[src/sv/hmv_pkg.sv]
// ----------------------------------------------------------------------------
// hmv_pkg
// shared types, byte classes and defaults for the host/mask validator
// ----------------------------------------------------------------------------
`timescale 1ns / 1ps

package hmv_pkg;

  localparam int DEF_MAX_HOST_LEN = 63;
  localparam int DEF_MAX_STARS    = 10;

  // byte class bits
  localparam logic [7:0] CLS_WILD  = 8'h01;
  localparam logic [7:0] CLS_HOST  = 8'h02;
  localparam logic [7:0] CLS_SEP   = 8'h04;
  localparam logic [7:0] CLS_ALPHA = 8'h80;

  // latched mode bit positions
  localparam int MODE_MASK = 0;
  localparam int MODE_NAME = 1;
  localparam int MODE_DOT  = 2;

  localparam logic [7:0] CH_STAR  = 8'h2A;
  localparam logic [7:0] CH_QUEST = 8'h3F;
  localparam logic [7:0] CH_DOT   = 8'h2E;
  localparam logic [7:0] CH_DASH  = 8'h2D;

  typedef struct packed {
    logic [7:0] ch;
    logic       last;
    logic [2:0] modes;  // dot, name, mask
  } beat_t;

  function automatic logic [7:0] byte_class(input logic [7:0] c);
    logic [7:0] cls;
    cls = 8'h00;
    if ((c >= 8'h41 && c <= 8'h5A) || (c >= 8'h61 && c <= 8'h7A)) begin
      cls = CLS_HOST | CLS_ALPHA;
    end else if (c >= 8'h30 && c <= 8'h39) begin
      cls = CLS_HOST;
    end else if (c == CH_DOT || c == CH_DASH) begin
      cls = CLS_SEP;
    end else if (c == CH_STAR || c == CH_QUEST) begin
      cls = CLS_WILD;
    end
    return cls;
  endfunction

endpackage

[src/sv/hmv_in_stage.sv]
// ----------------------------------------------------------------------------
// hmv_in_stage
// input register: holds one accepted beat for the scan stage
// ----------------------------------------------------------------------------
`timescale 1ns / 1ps

module hmv_in_stage (
  input  logic          clk,
  input  logic          rst,
  input  logic          en,
  input  logic          beat_valid,
  input  hmv_pkg::beat_t beat_in,
  output logic          s1_valid,
  output hmv_pkg::beat_t s1_beat
);
  import hmv_pkg::*;

  always_ff @(posedge clk) begin
    if (rst) begin
      s1_valid <= 1'b0;
    end else if (en) begin
      s1_valid <= beat_valid;
    end
  end

  // payload needs no reset
  always_ff @(posedge clk) begin
    if (en && beat_valid) begin
      s1_beat <= beat_in;
    end
  end

endmodule

[src/sv/hmv_scan.sv]
// ----------------------------------------------------------------------------
// hmv_scan
// per-string scan state and the verdict for the final beat
// ----------------------------------------------------------------------------
`timescale 1ns / 1ps

module hmv_scan #(
  parameter int MAX_HOST_LEN = hmv_pkg::DEF_MAX_HOST_LEN,
  parameter int MAX_STARS    = hmv_pkg::DEF_MAX_STARS
) (
  input  logic           clk,
  input  logic           rst,
  input  logic           step,     // a beat is consumed this cycle
  input  hmv_pkg::beat_t s1_beat,
  output logic           verdict
);
  import hmv_pkg::*;

  localparam int NS_W = $clog2(MAX_HOST_LEN + 2);
  localparam int ST_W = $clog2(MAX_STARS + 2);
  localparam logic [NS_W-1:0] NS_MAX = NS_W'(MAX_HOST_LEN);
  localparam logic [ST_W-1:0] ST_MAX = ST_W'(MAX_STARS);

  logic            in_string;
  logic            failed;
  logic            at_component_start;
  logic            last_inner_was_sep;
  logic [NS_W-1:0] nonstar_count;
  logic [ST_W-1:0] star_count;
  logic [7:0]      prev_byte;
  logic            seen_dot;
  logic [2:0]      latched_modes;

  // state as seen by this beat (fresh values on the first byte)
  logic [2:0]      modes_e;
  logic            failed_e, acs_e, lis_e, seen_dot_e;
  logic [NS_W-1:0] ns_e;
  logic [ST_W-1:0] st_e;
  logic [7:0]      prev_e;

  logic            failed_next, at_component_start_next, last_inner_was_sep_next;
  logic [NS_W-1:0] nonstar_count_next;
  logic [ST_W-1:0] star_count_next;
  logic            seen_dot_next;

  logic [7:0] cls, prev_cls;
  logic       wild_en, is_wild, is_sep, is_host, is_star, bad;
  logic       name_bad;

  always_comb begin
    modes_e    = in_string ? latched_modes : s1_beat.modes;
    failed_e   = in_string & failed;
    acs_e      = ~in_string | at_component_start;
    lis_e      = in_string & last_inner_was_sep;
    ns_e       = in_string ? nonstar_count : '0;
    st_e       = in_string ? star_count : '0;
    prev_e     = in_string ? prev_byte : 8'h00;
    seen_dot_e = in_string & seen_dot;

    cls      = byte_class(s1_beat.ch);
    prev_cls = byte_class(prev_e);
    wild_en  = modes_e[MODE_MASK];
    is_wild  = wild_en & ((cls & CLS_WILD) != 8'h00);
    is_sep   = (cls & CLS_SEP) != 8'h00;
    is_host  = (cls & CLS_HOST) != 8'h00;
    is_star  = wild_en & (s1_beat.ch == CH_STAR);

    star_count_next         = st_e;
    nonstar_count_next      = ns_e;
    last_inner_was_sep_next = lis_e;
    if (acs_e) begin
      bad = ~(is_host | is_wild);
      if (is_star) begin
        if (st_e <= ST_MAX) star_count_next = st_e + 1'b1;
      end else if (ns_e <= NS_MAX) begin
        nonstar_count_next = ns_e + 1'b1;
      end
      at_component_start_next = 1'b0;
    end else begin
      bad = ~(is_host | is_sep | is_wild);
      if (ns_e <= NS_MAX) nonstar_count_next = ns_e + 1'b1;
      last_inner_was_sep_next = is_sep;
      at_component_start_next = is_sep | is_wild;
    end
    failed_next   = failed_e | bad;
    seen_dot_next = seen_dot_e | (s1_beat.ch == CH_DOT);

    // name-like ending check on the last two bytes
    name_bad = 1'b0;
    if (modes_e[MODE_NAME]) begin
      if (modes_e[MODE_MASK]) begin
        if (s1_beat.ch != CH_STAR) begin
          if (s1_beat.ch != CH_QUEST && (cls & CLS_ALPHA) == 8'h00) name_bad = 1'b1;
          if ((prev_cls & (CLS_WILD | CLS_ALPHA)) == 8'h00) name_bad = 1'b1;
        end
      end else begin
        if ((cls & CLS_ALPHA) == 8'h00 || (prev_cls & CLS_ALPHA) == 8'h00) name_bad = 1'b1;
      end
    end

    verdict = ~failed_next & ~last_inner_was_sep_next &
              (nonstar_count_next <= NS_MAX) & (star_count_next <= ST_MAX) &
              ~name_bad & ~(modes_e[MODE_DOT] & ~seen_dot_next);
  end

  always_ff @(posedge clk) begin
    if (rst) begin
      in_string <= 1'b0;
    end else if (step) begin
      in_string <= ~s1_beat.last;
    end
  end

  // the rest is reloaded on the first byte of each string
  always_ff @(posedge clk) begin
    if (step) begin
      latched_modes      <= modes_e;
      failed             <= failed_next;
      at_component_start <= at_component_start_next;
      last_inner_was_sep <= last_inner_was_sep_next;
      nonstar_count      <= nonstar_count_next;
      star_count         <= star_count_next;
      prev_byte          <= s1_beat.ch;
      seen_dot           <= seen_dot_next;
    end
  end

endmodule

[src/sv/hostname_mask_validator_core.sv]
// a last byte is held in the input register, then its verdict in the result register
// throughput: one byte per cycle; the pipeline holds only while out_stall
//   keeps a finished verdict waiting in the output register
// reset: rst (synchronous, active high) empties both stages and ends any
//   partial string; in_stall is high during reset
// ----------------------------------------------------------------------------
// hostname_mask_validator_core
// streaming checker for host names and host masks, one byte per beat
// ----------------------------------------------------------------------------
`timescale 1ns / 1ps

module hostname_mask_validator_core #(
  parameter int MAX_HOST_LEN = hmv_pkg::DEF_MAX_HOST_LEN,
  parameter int MAX_STARS    = hmv_pkg::DEF_MAX_STARS
) (
  input  logic       clk,
  input  logic       rst,
  input  logic       in_valid,
  output logic       in_stall,
  input  logic [7:0] ch,
  input  logic       last,
  input  logic       mask_mode,
  input  logic       name_check,
  input  logic       dot_required,
  output logic       out_valid,
  input  logic       out_stall,
  output logic       host_ok
);
  import hmv_pkg::*;

  // the whole pipe advances unless a verdict is waiting and stalled
  logic           en;
  beat_t          beat_in;
  logic           s1_valid;
  beat_t          s1_beat;
  logic           step;
  logic           verdict;

  assign en       = ~(out_valid & out_stall);
  assign in_stall = rst | ~en;

  assign beat_in.ch    = ch;
  assign beat_in.last  = last;
  assign beat_in.modes = {dot_required, name_check, mask_mode};

  // stage 1: input register
  hmv_in_stage u_in (
    .clk        (clk),
    .rst        (rst),
    .en         (en),
    .beat_valid (in_valid),
    .beat_in    (beat_in),
    .s1_valid   (s1_valid),
    .s1_beat    (s1_beat)
  );

  // stage 2: scan state update for the registered beat
  assign step = en & s1_valid;

  hmv_scan #(
    .MAX_HOST_LEN (MAX_HOST_LEN),
    .MAX_STARS    (MAX_STARS)
  ) u_scan (
    .clk     (clk),
    .rst     (rst),
    .step    (step),
    .s1_beat (s1_beat),
    .verdict (verdict)
  );

  // result register: one verdict per string, on its last beat
  always_ff @(posedge clk) begin
    if (rst) begin
      out_valid <= 1'b0;
    end else if (en) begin
      out_valid <= s1_valid & s1_beat.last;
    end
  end

  always_ff @(posedge clk) begin
    if (step && s1_beat.last) begin
      host_ok <= verdict;
    end
  end

endmodule

[config.mk]
export PLATFORM = sky130hd
export DESIGN_NAME = hostname_mask_validator_core
export DESIGN_NICKNAME = d
export VERILOG_FILES = /design/src/sv/hmv_pkg.sv /design/src/sv/hmv_in_stage.sv /design/src/sv/hmv_scan.sv /design/src/sv/hostname_mask_validator_core.sv
export SDC_FILE = /design/constraint.sdc
export NUM_CORES = 1
export LEC_CHECK = 0
export ABC_AREA = 1
export BUFFER_PORTS_ARGS = -buffer_cell sky130_fd_sc_hd__buf_4
export CORE_AREA = 2 2 77 79
export CTS_CLUSTER_DIAMETER = 80
export DETAILED_ROUTE_END_ITERATION = 16
export DIE_AREA = 0 0 79 81
export PLACE_DENSITY = 0.59
export SLEW_MARGIN = 15
export SYNTH_ARGS = -nofsm -noshare
export SYNTH_HDL_FRONTEND = slang
export SYNTH_SLANG_ARGS = --single-unit
[constraint.sdc]
create_clock -name clk -period 3.56 [get_ports clk]
set_input_delay 0.712 -clock clk [delete_from_list [all_inputs] [get_ports clk]]
set_output_delay 0.712 -clock clk [all_outputs]
set_load 0.03 [all_outputs]
==> impl_metrics.json, run 1 <==
{
  "post_route_cells_drive_above_1_share": 0.1875,
  "place_congestion": 0.7658,
  "grt_max_degree": 28,
  "maxSlewHeadroom": 0.6594,
  "ys_seq_elements": 42,
  "design_power_total_mw": 1.060,
  "clk-insertion-delay-late_ns": 0.30,
  "grt_setup_unrepaired": "no",
  "ant_nets": 0,
  "start_kind": "primary input",
  "drcViolationCount": 0,
  "synth_cell_type_count": 26,
  "timing.clock.skew_ns": 0.006748,
  "cts_tree": "done",
  "clkSinkCount": 42,
  "outcome": "completed",
  "post-route-util": 0.4383,
  "antenna_found_initial": 0,
  "clk_root_buffer_cell": "clkbuf_8",
  "grt_pass1_wl_mm": 6.210,
  "final_hold_viol_count": 0,
  "synthesis.yosys.warnings": 0,
  "setup_bufs_post_cts": 0,
  "cts-htree-levels": 2,
  "register_area_share_after_synthesis": 0.5728,
  "achievable-frequency_mhz": 469.5,
  "detailedRoute.firstIterationViolations": 54,
  "largest_stage_delay_on_the_critical_path_ns": 0.26,
  "final.setup.tns_ns": 0,
  "num_io_pins": 19,
  "fill_cells": 578,
  "detailedPlace.worstSlack_ns": 1.423,
  "cts.hold.buffers_added": 0,
  "timing.final.crit_share": 0.5983,
  "cts-resized-gates": 0,
  "syn_to_final_growth_pct": 15.72,
  "cp_slowest_cell": "or2_2",
  "critical_path.endpoint_type": "primary output",
  "numCtsBuffers": 5,
  "syn-instance-count": 230,
  "io_buf_count": 18,
  "worst-endpoint-arrival_ns": 1.42,
  "hold_slack_ns": 0.4597,
  "cts.reportedPaths.clkPinSlew_ns": 0.08,
  "die_area_um2": 6399,
  "avgViaCountPerCell": 4.583,
  "die_w_um": 79,
  "power_density_nw_per_um2": 426.2,
  "register_area_um2": 1231,
  "vias_after_detailed_routing": 1517,
  "drt-total-wl_mm": 3.657,
  "inserted_diodes": 0,
  "critical-path-top-cell-by-count": "buf_4",
  "final_nets": 273,
  "post-route-min-period_ns": 2.130,
  "worst-setup-path-type": "primary input to primary output",
  "detailed_place_hpwl_mm": 2.653,
  "min-delay-path-class": "flop to flop",
  "crit_required_ns": 2.85,
  "maxCapViolations": 0,
  "grt_pass1_vias": 1426,
  "layout_setup_ws_ns": 1.430,
  "overflow": 0,
  "synth.net_count": 248,
  "critical_path.max_fanout": 4,
  "core_um2": 5675,
  "detail_route.wl_per_cell_um": 11.05,
  "leak_pwr_nw": 1.108,
  "post_synth_instance_area_um2": 2150,
  "critical_path.cell_chain": "buf_4 -> nand2_1 -> inv_1 -> or2_2 -> buf_4",
  "synth_area_per_cell_um2": 9.346,
  "globalRouteTotalUtil": 0.1274,
  "multiInputGateArea_um2": 804.5,
  "core.rowCount": 28,
  "clockBufferDepth": 2,
  "ir_worst_vdd_mv": 0.2101,
  "first_pass_iters": 5,
  "chipHeight_um": 81,
  "actual_transition_at_the_worst_max_transition_pin_ns": 0.5101,
  "timing.final.max_slew_violations": 0,
  "starting_utilization_of_the_core_area": 0.3787,
  "final-setup-viol-count": 0
}
final timing paths:
kind,slack [ns],to,from,cells after the start
max reg2reg,1.46,host_ok,u_scan.in_string,12
max,1.43,in_stall,out_stall,5
min reg2reg,0.46,u_in.s1_valid,u_in.s1_valid,2
min,0.46,u_in.s1_valid,u_in.s1_valid,2
state kept, by name, summed over array words and instances (netlist names):
name,cells
u_scan.star_count,4
u_scan.nonstar_count,7
u_scan.at_component_start,1
out_valid,1
host_ok,1
u_scan.prev_byte,8
u_scan.seen_dot,1
u_scan.last_inner_was_sep,1
u_in.s1_beat,12
u_scan.latched_modes,3
u_scan.failed,1
u_scan.in_string,1
u_in.s1_valid,1
cells in the mapped netlist, drive strengths merged:
library cell,count,area [um^2]
xnor2,1,8.760
a21oi,6,33.78
mux2i,1,10.01
xor2,3,26.28
or2,3,18.77
nand4,3,18.77
nand2,88,370.4
nand3,22,110.1
inv,26,97.59
ha,2,25.02
a211oi,1,7.510
edfxtp,39,1171
buf,2,16.26
o31ai,2,20.02
nor3,1,5.000
dfxtp,3,60.06
o21ai,2,10.01
nor2,25,140.1
worst max-delay path: cells and delay by family:
kind	cells	cell delay, ns
and+or+nand+nor	2	0.37
buffers and inverters	3	0.34
cells in the final DEF (no fill, tap or decap), types with 4 or more instances in the layout:
cell type,Yosys,routed
nand3_1,22,22
nand2_1,80,80
nand2_2,4,4
clkbuf_8,0,5
buf_4,0,20
nor2_4,4,4
a21oi_1,5,5
nor2_1,20,20
nand2_4,4,4
edfxtp_1,39,39
inv_1,23,23
metal layers:
layer / wire length, um / global-route usage / share of wire
met4: 67 / 0.05690 / 0.018
met3: 140 / 0.03333 / 0.038
met2: 1727 / 0.2119 / 0.47
met5: 0 / 0 / 0
met1: 1721 / 0.1566 / 0.47
cell type report:
type | count | share of cell area
clock buffers | 6 | 0.02917
clock inverters | 2 | 0.01509
inverters | 26 | 0.03924
multi-input cells | 160 | 0.3234
flip-flops and latches | 42 | 0.4950
well taps | 75 | 0.03773
repair buffers | 20 | 0.06036
cells by family (layout without fill, tap and decap cells):
group	count (synthesis)	in the layout	synth area share
AND/OR/NAND/NOR	142	142	0.3085
flip-flops	42	42	0.5728
buffers and inverters	28	54	0.05296
AO/OA/AOI/OAI	11	11	0.03318
XOR/XNOR	4	4	0.01630
adder cells (fa/ha/maj)	2	2	0.01164
multiplexers	1	1	0.004657
metrics by stage:
step | std cells | cell area (um^2)
after global routing | 331 | 2487
after CTS | 331 | 2487
after detailed placement | 323 | 2377
after global placement | 323 | 2377
final | 331 | 2487
after floorplan | 230 | 2150
power by group:
group	total, mW	internal (mW)	switching, mW
clock	0.373	0.209	0.164
sequential	0.587	0.570	0.0168
combinational	0.100	0.0376	0.0624
total	1.06	0.817	0.243
Power figures use the tool's default switching activity.
==> run 2, diff against run 1 <==
==> constraint.sdc (replaced) <==
create_clock -name clk -period 2.1 [get_ports clk]
set_input_delay 0.42 -clock clk [delete_from_list [all_inputs] [get_ports clk]]
set_output_delay 0.42 -clock clk [all_outputs]
set_load 0.03 [all_outputs]
==> impl_metrics.json, run 2 (synthesis results as in run 1) <==
{
  "place_congestion": 0.8123,
  "overflow": 0,
  "vias_after_detailed_routing": 1497,
  "commonest_non_fill_non_tap_cell_in_the_layout": "nand2_1",
  "start_kind": "flop",
  "largest-register": "u_in.s1_beat",
  "timing.final.max_slew_violations": 0,
  "clk_root_buffer_cell": "clkbuf_8",
  "die_area_um2": 6399,
  "worst-endpoint-arrival_ns": 1.82,
  "min-delay-path-class": "primary input to flop",
  "largest_regs": "u_in.s1_beat x12, u_scan.prev_byte x8, u_scan.nonstar_count x7",
  "worst-setup-path-type": "flop to flop",
  "power_density_nw_per_um2": 713.5,
  "clkSinkCount": 42,
  "grt_pass1_wl_mm": 6.341,
  "critical_path.endpoint_type": "flop",
  "maxCapViolations": 0,
  "post-route-util": 0.4389,
  "core_um2": 5675,
  "layout.cell_area.non_filler_um2": 2491,
  "detail_route.wl_per_cell_um": 10.68,
  "io_buf_count": 18,
  "timing.final.crit_share": 0.8485,
  "fill_cells": 581,
  "post-route-min-period_ns": 1.782,
  "maxSlewHeadroom": 0.7115,
  "globalRouteTotalUtil": 0.1260,
  "met2_usage": 0.2068,
  "die_w_um": 79,
  "numCtsBuffers": 5,
  "use_met1": 0.1634,
  "achievable-frequency_mhz": 561.2,
  "drt-total-wl_mm": 3.546,
  "ir_worst_vdd_mv": 0.3939,
  "cts-resized-gates": 0,
  "groute.layer.met3.usage": 0.03556,
  "final_hold_viol_count": 0,
  "setup_bufs_post_cts": 0,
  "timing.clock.skew_ns": 0.008230,
  "cts-htree-levels": 2,
  "antenna_found_initial": 0,
  "syn_to_final_growth_pct": 15.89,
  "critical_path.max_fanout": 14,
  "actual_transition_at_the_worst_max_transition_pin_ns": 0.4323,
  "leak_pwr_nw": 1.114,
  "drcViolationCount": 0,
  "largest_register_ffs": 12,
  "first_pass_iters": 4,
  "clockBufferDepth": 2,
  "crit_required_ns": 2.14,
  "final-setup-viol-count": 0,
  "most-common-layout-cells": "nand2_1, edfxtp_1, inv_1",
  "avgViaCountPerCell": 4.509,
  "ant_nets": 0,
  "clk-insertion-delay-late_ns": 0.29,
  "outcome": "completed",
  "grt-busiest-layer": "met2",
  "cts_tree": "done",
  "cts.hold.buffers_added": 0,
  "inserted_diodes": 0,
  "num_io_pins": 19,
  "post_route_cells_drive_above_1_share": 0.1868,
  "cts.reportedPaths.clkPinSlew_ns": 0.08,
  "grt_pass1_vias": 1455,
  "placement.cell_area_um2": 2385,
  "grt_setup_unrepaired": "no",
  "core.rowCount": 28,
  "chipHeight_um": 81,
  "detailedPlace.worstSlack_ns": 0.3000,
  "detailedRoute.firstIterationViolations": 68,
  "detailed_place_hpwl_mm": 2.643,
  "layout_setup_ws_ns": 0.3181,
  "final.setup.tns_ns": 0,
  "final_nets": 274,
  "grt_max_degree": 27,
  "starting_utilization_of_the_core_area": 0.3787
}
## run 2: changes by cell type in the layout (fill, tap and decap cells not counted), sizes merged
cell | before | now
clkinvlp | 1 | 0
clkbuf | 6 | 7
buf | 20 | 21
## run 2: layout make-up
type / instances / area [um^2] / share of cell area
Timing Repair Buffer: 21 / 157.7 / 0.06328
Tap cell: 75 / 93.84 / 0.03767
Clock inverter: 1 / 30.03 / 0.01205
Multi-Input combinational cell: 160 / 804.5 / 0.3230
Inverter: 26 / 97.59 / 0.03918
Clock buffer: 7 / 76.32 / 0.03064
Sequential cell: 42 / 1231 / 0.4942
## run 2: final timing paths
path | end | from | slack, ns | cells after the start
worst max-delay path | host_ok | u_scan.in_string | 0.32 | 12
worst min-delay path | out_valid | rst | 0.30 | 2
worst max register to register | host_ok | u_scan.in_string | 0.32 | 12
worst min register to register | u_in.s1_valid | u_in.s1_valid | 0.46 | 2
## run 2: worst max-delay path: stages, from the launching register on
cell and delay [ns]:
dfxtp_1 0.39, buf_4 0.22, nand2_1 0.12, nand2_4 0.11, nand2_4 0.07, nor2_8 0.15
nand3_1 0.11, nand2_1 0.07, nand2_1 0.04, inv_1 0.06, nand2_1 0.05, nand2_1 0.06
a21oi_2 0.05
## run 2: power by group
group | internal [mW] | switching (mW) | total, mW | leakage [nW]
registers | 0.967 | 0.0247 | 0.991 | 0.396
logic | 0.0656 | 0.109 | 0.175 | 0.666
clock network | 0.356 | 0.256 | 0.611 | 0.0524
## run 2: stage by stage
stage	total power [mW]	hold WS (ns)	cells
after detailed placement	1.187	0.4486	324
after global routing	1.862	0.2913	332
after global placement	1.186	0.4453	324
final	1.777	0.3020	332
after CTS	1.804	0.2926	332
after floorplan	1.128	0.4330	230
## run 2: per-layer routing
metal  part of all wire  vias to the layer above
met3              0.032                        4
met4             0.0085                        0
met1               0.50                      670
met5                  0                        -
li1                   -                      802
met2               0.45                       21
==> run 3, diff against run 2 <==
==> constraint.sdc (replaced) <==
create_clock -name clk -period 1.8 [get_ports clk]
set_input_delay 0.36 -clock clk [delete_from_list [all_inputs] [get_ports clk]]
set_output_delay 0.36 -clock clk [all_outputs]
set_load 0.03 [all_outputs]
==> impl_metrics.json, run 3 (synthesis results as in run 1) <==
{
  "largest_regs": "u_in.s1_beat x12, u_scan.prev_byte x8, u_scan.nonstar_count x7",
  "post-route-min-period_ns": 1.719,
  "worst-setup-path-type": "flop to flop",
  "io_buf_count": 18,
  "clk_root_buffer_cell": "clkbuf_8",
  "chipHeight_um": 81,
  "critical_path.cell_chain": "nand2_2 -> inv_1 -> ha_1 -> xor2_1 -> nand2_2 -> nand2_1 -> nand2_1 -> nand2_1 -> nand2_1 -> nand2_2 -> nand2_2 -> a21oi_2",
  "clk-insertion-delay-late_ns": 0.29,
  "ir_worst_vdd_mv": 0.6389,
  "critical-path-top-delay-family": "simple AND/OR/NAND/NOR gates",
  "grt_pass1_vias": 1525,
  "globalRouteTotalUtil": 0.1323,
  "crit_buf_inv": 1,
  "crit_required_ns": 1.85,
  "final-setup-viol-count": 0,
  "die_area_um2": 6399,
  "avgViaCountPerCell": 4.578,
  "final_nets": 288,
  "ant_nets": 0,
  "timing.final.max_slew_violations": 0,
  "detail_route.wl_per_cell_um": 11.42,
  "largest-register": "u_in.s1_beat",
  "numCtsBuffers": 5,
  "cp.depth": 12,
  "cp_slowest_cell": "edfxtp_1",
  "clockBufferDepth": 2,
  "maxSlewHeadroom": 0.7146,
  "num_io_pins": 19,
  "critical_path.max_fanout": 3,
  "register_area_um2": 1235,
  "inserted_diodes": 0,
  "final.setup.tns_ns": 0,
  "power_density_nw_per_um2": 796.1,
  "drcViolationCount": 0,
  "die_w_um": 79,
  "layout.cells.non_filler": 346,
  "worstReg2RegStart": "u_scan.star_count[0]",
  "grt_pass1_wl_mm": 6.451,
  "design_power_total_mw": 2.130,
  "crit_start": "u_scan.star_count[0]",
  "post-route-util": 0.4713,
  "timing.final.crit_share": 0.9551,
  "starting_utilization_of_the_core_area": 0.3787,
  "cts-htree-levels": 2,
  "maxCapViolations": 0,
  "min-delay-path-class": "primary input to flop",
  "detailed_place_hpwl_mm": 2.916,
  "end_point_of_the_critical_path": "host_ok",
  "achievable-frequency_mhz": 581.7,
  "antenna_found_initial": 0,
  "detailedRoute.firstIterationViolations": 62,
  "r2r_end": "host_ok",
  "commonest_non_fill_non_tap_cell_in_the_layout": "nand2_1",
  "syn_to_final_growth_pct": 24.45,
  "critical_path.endpoint_type": "flop",
  "worst-r2r-cell-count": 12,
  "regToRegSetupSlack_ns": 0.08,
  "multiInputGateArea_um2": 869.6,
  "overflow": 0,
  "core.rowCount": 28,
  "clkSinkCount": 42,
  "start_kind": "flop",
  "timing.clock.skew_ns": 0.008049,
  "actual_transition_at_the_worst_max_transition_pin_ns": 0.4277,
  "most-common-layout-cells": "nand2_1, edfxtp_1, buf_4",
  "final_hold_viol_count": 0,
  "grt_max_degree": 19,
  "leak_pwr_nw": 1.199,
  "placed_cells_incl_taps": 336,
  "cts.reportedPaths.clkPinSlew_ns": 0.08,
  "core_um2": 5675,
  "place_congestion": 0.7833,
  "post_route_cells_drive_above_1_share": 0.3026,
  "largest_register_ffs": 12,
  "fill_cells": 559,
  "vias_after_detailed_routing": 1584,
  "cts_tree": "done",
  "worst-endpoint-arrival_ns": 1.77,
  "drt-total-wl_mm": 3.953,
  "first_pass_iters": 4,
  "hold_slack_ns": 0.2423,
  "largest_stage_delay_on_the_critical_path_ns": 0.42,
  "outcome": "completed"
}
==> run 3: timing repair <==
action / 4_1_cts / 5_1_grt
hold buffers: 0 / 0
buffers inserted: 0 / 2
gates resized for setup: 0 / 27
setup endpoints to repair: 0 / 5
==> run 3: cell type report <==
cell class              count  area share
flip-flops and latches     42      0.4616
clock inverters             1     0.01123
clock buffers               7     0.02853
repair buffers             35      0.1010
inverters                  26     0.03742
well taps                  75     0.03508
multi-input cells         160      0.3251
==> run 3: metal layers <==
metal	global-route usage	share of wire
met2	0.2347	0.51
met1	0.1555	0.42
met3	0.03333	0.042
met5	0	0
met4	0.04828	0.019
==> run 3: report_power, final <==
part / internal, mW / switching (mW) / total (mW)
sequential: 1.13 / 0.0272 / 1.15
clock: 0.415 / 0.308 / 0.723
combinational: 0.105 / 0.147 / 0.252
total: 1.65 / 0.482 / 2.13
==> run 3: worst min path at each step <==
stage / from / end / slack (ns) / depth (start not counted)
after global routing: ch[5] / u_in.s1_beat[9] / 0.22 / 1
after CTS: ch[5] / u_in.s1_beat[9] / 0.23 / 1
after detailed placement: u_in.s1_valid / u_in.s1_valid / 0.45 / 2
final: ch[3] / u_in.s1_beat[7] / 0.24 / 1
after global placement: u_in.s1_valid / u_in.s1_valid / 0.45 / 2
after floorplan: rst / out_valid / 0.43 / 1
==> run 3: stage by stage <==
stage | cell area [um^2] | setup slack [ns]
after global placement | 2475 | 0.06934
after floorplan | 2150 | 0.1156
after global routing | 2675 | -0.05023
after CTS | 2581 | 0.03393
final | 2675 | 0.08078
after detailed placement | 2475 | 0.04729
